`config.mk`:
```
export PLATFORM = sky130hd
export DESIGN_NAME = fgn_cfg
export DESIGN_NICKNAME = d
export VERILOG_FILES = /design/src/rtl/fgn_pkg.sv /design/src/rtl/fgn_cfg.sv
export SDC_FILE = /design/constraint.sdc
export NUM_CORES = 1
export LEC_CHECK = 0
export BUFFER_PORTS_ARGS = -buffer_cell sky130_fd_sc_hd__clkbuf_2
export CORE_MARGIN = 2
export CORE_UTILIZATION = 49
export CTS_BUF_LIST = sky130_fd_sc_hd__clkbuf_2 sky130_fd_sc_hd__clkbuf_4 sky130_fd_sc_hd__clkbuf_8
export CTS_CLUSTER_DIAMETER = 80
export CTS_CLUSTER_SIZE = 28
export DETAILED_ROUTE_END_ITERATION = 16
export PLACE_DENSITY = 0.82
export REMOVE_ABC_BUFFERS = 1
export SLEW_MARGIN = 20
export SYNTH_ARGS = -nofsm -noshare
export SYNTH_HDL_FRONTEND = slang
export SYNTH_SLANG_ARGS = --single-unit
export TNS_END_PERCENT = 30
```
`constraint.sdc`:
```
create_clock -name clk -period 1.9 [get_ports clk]
set_input_delay 0.38 -clock clk [delete_from_list [all_inputs] [get_ports clk]]
set_output_delay 0.38 -clock clk [all_outputs]
set_load 0.1 [all_outputs]
```
`src/rtl/fgn_pkg.sv`:
```
// ----------------------------------------------------------------------------
// fgn_pkg: shared types, constants and gradient table
// Formats, hash constants, configuration record, octave bus and the
// cosine/sine table built at elaboration.
// ----------------------------------------------------------------------------
package fgn_pkg;

  localparam int MAX_OCTAVES_DEF = 8;
  localparam int ANGLE_BITS      = 10;
  localparam int FRAC_BITS       = 16;

  // widths: Q30 noise, amplitude, weighted sum, amplitude sum, quotient, divider remainder
  localparam int N_W    = 36;
  localparam int AMP_W  = 17;
  localparam int SUM_W  = 58;
  localparam int NORM_W = 21;
  localparam int Q_W    = 33;
  localparam int RW     = NORM_W + Q_W;

  localparam int OCT_STAGES = 13;

  localparam logic [31:0] H_MX = 32'h9e3779b1;
  localparam logic [31:0] H_MY = 32'h85ebca77;
  localparam logic [31:0] H_MS = 32'hc2b2ae3d;
  localparam logic [31:0] H_M1 = 32'h7feb352d;
  localparam logic [31:0] H_M2 = 32'h846ca68b;

  localparam logic signed [31:0] SQRT2_Q30 = 32'sd1518500250;
  localparam logic [30:0]        ONE_Q30   = 31'h4000_0000;
  localparam longint unsigned    TWO_PI_Q30 = 64'd6746518852;

  localparam logic [31:0] FREQ_ONE = 32'h0001_0000;
  localparam logic [16:0] AMP_ONE  = 17'h1_0000;

  // register map (word index)
  localparam logic [2:0] REG_SEED    = 3'd0;
  localparam logic [2:0] REG_OCTAVES = 3'd1;
  localparam logic [2:0] REG_LACUN   = 3'd2;
  localparam logic [2:0] REG_GAIN    = 3'd3;
  localparam logic [2:0] REG_RIDGED  = 3'd4;

  typedef struct packed {
    logic [31:0] seed;
    logic [3:0]  octave_count;
    logic [15:0] lacunarity;
    logic [15:0] gain;
    logic        ridged_mode;
  } cfg_t;

  typedef struct packed {
    logic signed [31:0]       x;
    logic signed [31:0]       y;
    logic [31:0]              freq;
    logic [AMP_W-1:0]         amp;
    logic signed [SUM_W-1:0]  sum;
    logic [NORM_W-1:0]        norm;
  } oct_bus_t;

  // half a quadrant of angles, both ends included
  localparam int GRAD_N = (1 << (ANGLE_BITS - 3)) + 1;

  typedef logic [31:0] grad_lut_t [GRAD_N];

  // {cos, sin} rounded to Q15, from truncated Q30 Taylor series
  function automatic grad_lut_t build_grad_lut();
    grad_lut_t lut;
    longint unsigned x, x2, x3, x4, x5, x6, x7, x8, s, c;
    for (int r = 0; r < GRAD_N; r++) begin
      x  = (longint'(r) * TWO_PI_Q30) >> ANGLE_BITS;
      x2 = (x * x) >> 30;
      x3 = (x2 * x) >> 30;
      x4 = (x2 * x2) >> 30;
      x5 = (x4 * x) >> 30;
      x6 = (x4 * x2) >> 30;
      x7 = (x6 * x) >> 30;
      x8 = (x4 * x4) >> 30;
      s  = (x + x5 / 120) - (x3 / 6 + x7 / 5040);
      c  = (64'd1073741824 + x4 / 24 + x8 / 40320) - (x2 / 2 + x6 / 720);
      lut[r] = {16'((c + 64'd16384) >> 15), 16'((s + 64'd16384) >> 15)};
    end
    return lut;
  endfunction

  localparam grad_lut_t GRAD_LUT = build_grad_lut();

  // unit gradient {gx, gy}, signed Q15, for an angle index
  function automatic logic [33:0] grad_vec(logic [ANGLE_BITS-1:0] a);
    logic [1:0]              quad;
    logic [ANGLE_BITS-3:0]   r;
    logic [ANGLE_BITS-3:0]   idx;
    logic                    swap;
    logic [31:0]             e;
    logic signed [16:0]      cr, sr, gx, gy;
    quad = a[ANGLE_BITS-1 -: 2];
    r    = a[ANGLE_BITS-3:0];
    swap = r > (ANGLE_BITS-2)'(GRAD_N - 1);
    idx  = swap ? (~r + 1'b1) : r;
    e    = GRAD_LUT[idx];
    cr   = swap ? $signed({1'b0, e[15:0]})  : $signed({1'b0, e[31:16]});
    sr   = swap ? $signed({1'b0, e[31:16]}) : $signed({1'b0, e[15:0]});
    case (quad)
      2'd0: begin
        gx = cr;  gy = sr;
      end
      2'd1: begin
        gx = -sr; gy = cr;
      end
      2'd2: begin
        gx = -cr; gy = -sr;
      end
      default: begin
        gx = sr;  gy = -cr;
      end
    endcase
    return {gx, gy};
  endfunction

endpackage

```
`src/rtl/fgn_cfg.sv`:
```
// ----------------------------------------------------------------------------
// fgn_cfg: configuration registers
// APB-style register file; writes in the access phase, reads muxed.
// ----------------------------------------------------------------------------
module fgn_cfg (
  input  logic                clk,
  input  logic                rst_n,
  input  logic                cfg_psel,
  input  logic                cfg_penable,
  input  logic                cfg_pwrite,
  input  logic [4:0]          cfg_paddr,
  input  logic [31:0]         cfg_pwdata,
  output logic [31:0]         cfg_prdata,
  output logic                cfg_pready,
  output fgn_pkg::cfg_t       cfg
);

  fgn_pkg::cfg_t cfg_r;
  logic [2:0]    idx;
  logic          wr;

  assign idx        = cfg_paddr[4:2];
  assign wr         = cfg_psel && cfg_penable && cfg_pwrite;
  assign cfg_pready = 1'b1;
  assign cfg        = cfg_r;

  always_ff @(posedge clk) begin
    if (!rst_n) begin
      cfg_r.seed         <= 32'd0;
      cfg_r.octave_count <= 4'd1;
      cfg_r.lacunarity   <= 16'd8192;
      cfg_r.gain         <= 16'd32768;
      cfg_r.ridged_mode  <= 1'b0;
    end else if (wr) begin
      case (idx)
        fgn_pkg::REG_SEED:    cfg_r.seed         <= cfg_pwdata;
        fgn_pkg::REG_OCTAVES: cfg_r.octave_count <= cfg_pwdata[3:0];
        fgn_pkg::REG_LACUN:   cfg_r.lacunarity   <= cfg_pwdata[15:0];
        fgn_pkg::REG_GAIN:    cfg_r.gain         <= cfg_pwdata[15:0];
        fgn_pkg::REG_RIDGED:  cfg_r.ridged_mode  <= cfg_pwdata[0];
        default: ;
      endcase
    end
  end

  always_comb begin
    case (idx)
      fgn_pkg::REG_SEED:    cfg_prdata = cfg_r.seed;
      fgn_pkg::REG_OCTAVES: cfg_prdata = {28'd0, cfg_r.octave_count};
      fgn_pkg::REG_LACUN:   cfg_prdata = {16'd0, cfg_r.lacunarity};
      fgn_pkg::REG_GAIN:    cfg_prdata = {16'd0, cfg_r.gain};
      fgn_pkg::REG_RIDGED:  cfg_prdata = {31'd0, cfg_r.ridged_mode};
      default:              cfg_prdata = 32'd0;
    endcase
  end

endmodule

```
==> results of run 1 <==
==> final timing paths <==
check,startpoint,end,slack (ns),cells after the start
worst max register to register,cfg[4],cfg[4],1.19,2
worst max-delay path,cfg[2],cfg_prdata[1],0.05,3
worst min register to register,cfg[54],cfg[54],0.47,2
worst min-delay path,cfg_pwdata[25],cfg[62],0.26,3
==> logic make-up after synthesis <==
group / Yosys count / synth area share [%]
simple gates: 145 / 20.90
mux: 84 / 27.42
flops: 69 / 42.33
buf+inv: 28 / 5.406
compound gates: 17 / 3.834
other cells: 1 / 0.1149
==> worst register-to-register path: stages (launching register included) <==
cell     delay, ns
dfxtp_1       0.36
nand2_1       0.08
mux2i_1       0.19
==> per-layer routing <==
layer | vias to the layer above | track usage (%) | routed length, microns
met5 | - | 0 | 0
li1 | 1438 | - | -
met4 | 0 | 9.380 | 97
met1 | 1401 | 28.32 | 3617
met3 | 10 | 6.160 | 553
met2 | 107 | 42.40 | 4532
==> synthesized netlist by cell type <==
| master | number |
|---|---|
| nand2_1 | 99 |
| dfxtp_1 | 69 |
| mux2i_1 | 68 |
| and2_1 | 16 |
| clkbuf_1 | 14 |
| a22oi_1 | 13 |
| mux2_2 | 13 |
| nor2_1 | 13 |
| nor2b_1 | 7 |
| buf_4 | 6 |
| buf_6 | 5 |
| mux4_2 | 3 |
| nor3_4 | 2 |
| nor3b_2 | 2 |
| and3_1 | 1 |
| buf_1 | 1 |
| buf_8 | 1 |
| conb_1 | 1 |
| inv_1 | 1 |
| nand2_2 | 1 |
| nand3_1 | 1 |
| nand3b_1 | 1 |
| nand4b_4 | 1 |
| nor2_4 | 1 |
| o21a_1 | 1 |
| o21ai_0 | 1 |
| o22ai_1 | 1 |
| o311ai_0 | 1 |
==> power groups by stage <==
stage                     Sequential [W]  Combinational, W  Clock [W]
final                            0.00146          0.000384    0.00145
after global routing             0.00147          0.000405    0.00153
after CTS                        0.00146          0.000384    0.00147
after detailed placement         0.00150          0.000379          0
after global placement           0.00150          0.000369          0
after floorplan                  0.00157          0.000115          0
==> metrics by stage <==
stage / std cells / hold slack [ns] / area (sq um) / setup WS (ns) / setup TNS, ns
6_report: 570 / 0.2645 / 4863 / 0.05423 / 0
5_1_grt: 570 / 0.2735 / 4863 / -0.006685 / -0.006685
4_1_cts: 570 / 0.2549 / 4850 / 0.02565 / 0
3_5_place_dp: 554 / 0.4600 / 4587 / -0.1228 / -0.6679
3_3_place_gp: 554 / 0.4496 / 4587 / -0.08210 / -0.3675
2_1_floorplan: 317 / 0.4713 / 3090 / -1.316 / -28.49
==> what timing repair did <==
action | in CTS | in global routing
resized for setup | 3 | 4
buffers inserted | 0 | 0
pin swaps | 0 | 0
endpoints found under the setup margin | 29 | 7
==> cell usage in the layout, fill, tap and decap left out, drive strengths merged <==
master / instances
nand4b: 1
o21ai: 1
nor3b: 2
nor2: 14
nand3b: 1
mux2: 13
inv: 1
nand2: 100
nor3: 2
bufinv: 3
clkinv: 1
dfxtp: 69
nor2b: 7
clkbuf: 117
o311ai: 1
o21a: 1
mux4: 3
and3: 1
buf: 53
mux2i: 68
clkinvlp: 2
nand3: 1
a22oi: 13
and2: 16
conb: 1
o22ai: 1
==> layout make-up <==
class | count | area (sq um)
multi-input combinational | 247 | 1728
clock buffer | 10 | 137.6
fill | 431 | 1523
clock inverter | 6 | 110.1
tap | 77 | 96.34
timing repair buffer | 160 | 1406
inverter | 1 | 3.754
sequential | 69 | 1381
==> out/results.ini, run 1 <==
[setup_path]
critPathMaxStageDelay_ns = 0.46
path_cells = mux4_2 > nor2b_1 > buf_12
crit_required_ns = 1.52
path_buf_inv = 1
end_kind = primary output
critPathLaunchType = flop
cp.arrival_ns = 1.47
worstSetupPathType = reg2out
crit_slowest_cell = mux4_2
worstPathMaxFanout = 3
cp_top_family = multiplexers

[placement]
place.port_buffers = 140
hpwl_microns = 6435
gp_congestion = 0.7892

[yosys]
yosysTopAreaCell = dfxtp_1
yosysSeqAreaShare_pct = 42.33
yosysUniqueCellTypes = 28
ys_ff_latch = 69
ys_top_cells_by_area = dfxtp_1 42%, mux2i_1 21%, nand2_1 11%
synth_top_area_share_pct = 42.33
ys_warn_count = 0
syn_area_sq_mm = 0.003263
synth_cells = 344
syn_avg_cell_area_sq_um = 9.486

[floorplanning]
num_rows = 29
pin_count = 144
dieArea_sq_mm = 0.007328
initial_utilization_pct = 51.10
die_w_microns = 85.61
die_h_microns = 85.61
core_sq_mm = 0.006386

[global_routing]
grt.overflow.total = 0
track_usage_pct = 24.20
grt_pass1_wl_microns = 13970
grt_max_degree = 104
antenna_found_initial = 0
grt_pass1_vias = 2870

[timing]
max_freq_mhz = 541.8
slew_violations = 0
fin_crit_ns = 1.846
finalCritPeriodShare_pct = 97.15
worstMarginPinSlew_ns = 0.5762
fin_worst_skew_ns = 0
max-slew-margin-rel_pct = 61.75
hold_viol = 0
rsz0062_at_grt = true
setup_viol = 0

[final_layout]
drive_gt1_share_pct = 41.18
largest_reg_flops = 69
syn_to_final_growth_pct = 49.04
utilization_pct = 76.16
layout.nets = 530
diodes = 0

[power_and_ir_drop]
total_power_w = 0.003296
p_switching_w = 0.0008113
ir_worst_vdd_v = 0.0005258
comb_power_share_pct = 11.7
intPower_w = 0.002484
power.static_leakage_nw = 2.050
pwr-share-seq_pct = 44.4
powerDensity_mw_per_mm2 = 677.7
clockPowerShare_pct = 43.9
swShare_pct = 24.62

[cts]
cts_hold_buf = 0
cts_sinks = 69
cts_tree = built
htreeDepth = 3
clock_path_buffers = 2
clockRootBuffer = clkbuf_8
clk_latency_ns = 0.34
path_clk_slew_ns = 0.07
numCtsBuffers = 9

[detailed_routing]
drtAntennaViolNets = 0
vias_per_cell = 5.186
wl_per_cell_microns = 15.44
vias = 2956
dr.pass1.iters = 5
route.detailed.drc = 0
wl_microns = 8799
drt_iter0_drc = 95

[worst_hold_path]
worstHoldPathType = in2reg

[status]
status = finished, final reports clean

[job]
drv_cap = 0

Power figures use the tool's default switching activity.
==> run 2: changes to the inputs <==
Settings changed: CORE_UTILIZATION 49 to 40, PLACE_DENSITY 0.82 to 0.69.
==> out/results.ini, run 2 (synthesis gave the netlist of run 1 again) <==
[setup_path]
critPathLaunchType = input port
worstSetupPathType = in2out
r2r_slack_ns = 1.21
end_kind = primary output
path_buf_inv = 3
worstPathMaxFanout = 14
r2r_cells = 2
cp-endpoint = cfg_prdata[2]
crit-reg2reg-launch = cfg[16]
crit_required_ns = 1.52
crit_cells = 5
critPathMaxStageDelay_ns = 0.32
cp_top_family = buffers and inverters
cp.arrival_ns = 1.52
r2r-end = cfg[16]
path_cells = clkbuf_2 > buf_4 > mux4_2 > nor2b_1 > buf_12
crit_path_start = cfg_paddr[3]
crit_slowest_cell = mux4_2

[floorplanning]
core_sq_mm = 0.007807
die_w_microns = 94.32
dieArea_sq_mm = 0.008896
die_h_microns = 94.32
pin_count = 144
num_rows = 32
initial_utilization_pct = 41.79

[final_layout]
drive_gt1_share_pct = 43.46
layout_common_cells = 106 x clkbuf_2, 99 x nand2_1, 68 x mux2i_1, 66 x dfxtp_1, 34 x buf_12
final_common_cell = clkbuf_2
largest_reg_flops = 69
syn_to_final_growth_pct = 49.77
layout.nets = 534
fillers = 638
diodes = 0

[global_routing]
grt_max_degree = 104
grt_pass1_wl_microns = 14640
grt_pass1_vias = 2874
grt.overflow.total = 0
track_usage_pct = 21.42
antenna_found_initial = 0

[power_and_ir_drop]
power.static_leakage_nw = 2.056
pwr-share-seq_pct = 46.5
p_switching_w = 0.0008432
powerDensity_mw_per_mm2 = 644.9
total_power_w = 0.003152
comb_power_share_pct = 12.3
intPower_w = 0.002309
swShare_pct = 26.75
ir_worst_vdd_v = 0.0003621
clockPowerShare_pct = 41.2

[timing]
max-slew-margin-rel_pct = 61.63
fin_crit_ns = 1.902
rsz0062_at_grt = true
setup_ws_ns = -0.002400
tns_ns = -0.002400
max_freq_mhz = 525.7
setup_viol = 1
fin_worst_skew_ns = 0
hold_viol = 0
slew_violations = 0
worstMarginPinSlew_ns = 0.5781
finalCritPeriodShare_pct = 100.1

[placement]
gp_congestion = 0.7510
hpwl_microns = 7101
place.port_buffers = 140

[detailed_routing]
vias_per_cell = 4.992
wl_microns = 9631
drt_iter0_drc = 87
route.detailed.drc = 0
vias = 2990
wl_per_cell_microns = 16.08
drtAntennaViolNets = 0
dr.pass1.iters = 4

[cts]
numCtsBuffers = 9
cts_sinks = 69
clk_latency_ns = 0.34
cts_hold_buf = 0
path_clk_slew_ns = 0.08
clock_path_buffers = 2
clockRootBuffer = clkbuf_8
htreeDepth = 3
cts_tree = built

[worst_hold_path]
worstHoldPathType = in2reg
hold_path_depth = 3

[job]
drv_cap = 0

[status]
violations = setup timing
status = finished with violations

[run 2: power groups by stage]
| stage | registers (W) | clock network [W] | logic [W] |
|---|---|---|---|
| 2_1_floorplan | 0.00157 | 0 | 0.000115 |
| 3_3_place_gp | 0.00150 | 0 | 0.000374 |
| 3_5_place_dp | 0.00150 | 0 | 0.000379 |
| 4_1_cts | 0.00146 | 0.00132 | 0.000384 |
| 5_1_grt | 0.00147 | 0.00139 | 0.000409 |
| 6_report | 0.00146 | 0.00130 | 0.000387 |
[run 2: per-layer routing]
layer	GRT usage [%]	routed length (microns)
met1	24.73	3998
met2	37.56	4711
met3	6.340	791
met4	7.729	129
met5	0	0
[run 2: cell type report]
cell class / count / area [sq um] / share of cell area, %
multi-input cells: 247 / 1750 / 35.82
repair buffers: 164 / 1406 / 28.78
flip-flops and latches: 69 / 1385 / 28.34
well taps: 102 / 127.6 / 2.611
clock buffers: 9 / 123.9 / 2.535
clock inverters: 7 / 90.09 / 1.843
inverters: 1 / 3.754 / 0.07680
[run 2: worst min-delay path by stage]
stage                    from       to  slack (ns)
2_1_floorplan           rst_n  cfg[16]        0.47
3_3_place_gp          cfg[66]  cfg[66]        0.45
3_5_place_dp          cfg[55]  cfg[55]        0.46
4_1_cts        cfg_pwdata[31]  cfg[68]        0.25
5_1_grt        cfg_pwdata[26]  cfg[63]        0.26
6_report       cfg_pwdata[31]  cfg[68]        0.26
[run 2: through the flow]
stage	setup WS, ns	std cells	util, %	hold WS, ns	cell area (sq um)
after global routing	-0.02889	599	62.60	0.2550	4887
after floorplan	-1.316	317	-	0.4713	3090
final	-0.002400	599	62.60	0.2578	4887
after CTS	-0.004729	597	61.88	0.2454	4831
after detailed placement	-0.03262	580	58.93	0.4631	4601
after global placement	-0.02300	580	58.93	0.4517	4601
[run 2: worst register-to-register path, cell delays in order (launching register included)]
cell and delay [ns]:
dfxtp_1 0.33, o21ai_0 0.08, o311ai_0 0.14
[run 2: timing repair]
| action | 4_1_cts | 5_1_grt |
|---|---|---|
| setup endpoints to repair | 3 | 14 |
| pin swaps | 0 | 0 |
| buffers inserted | 1 | 2 |
| resized for setup | 2 | 14 |
| gates cloned | 0 | 0 |
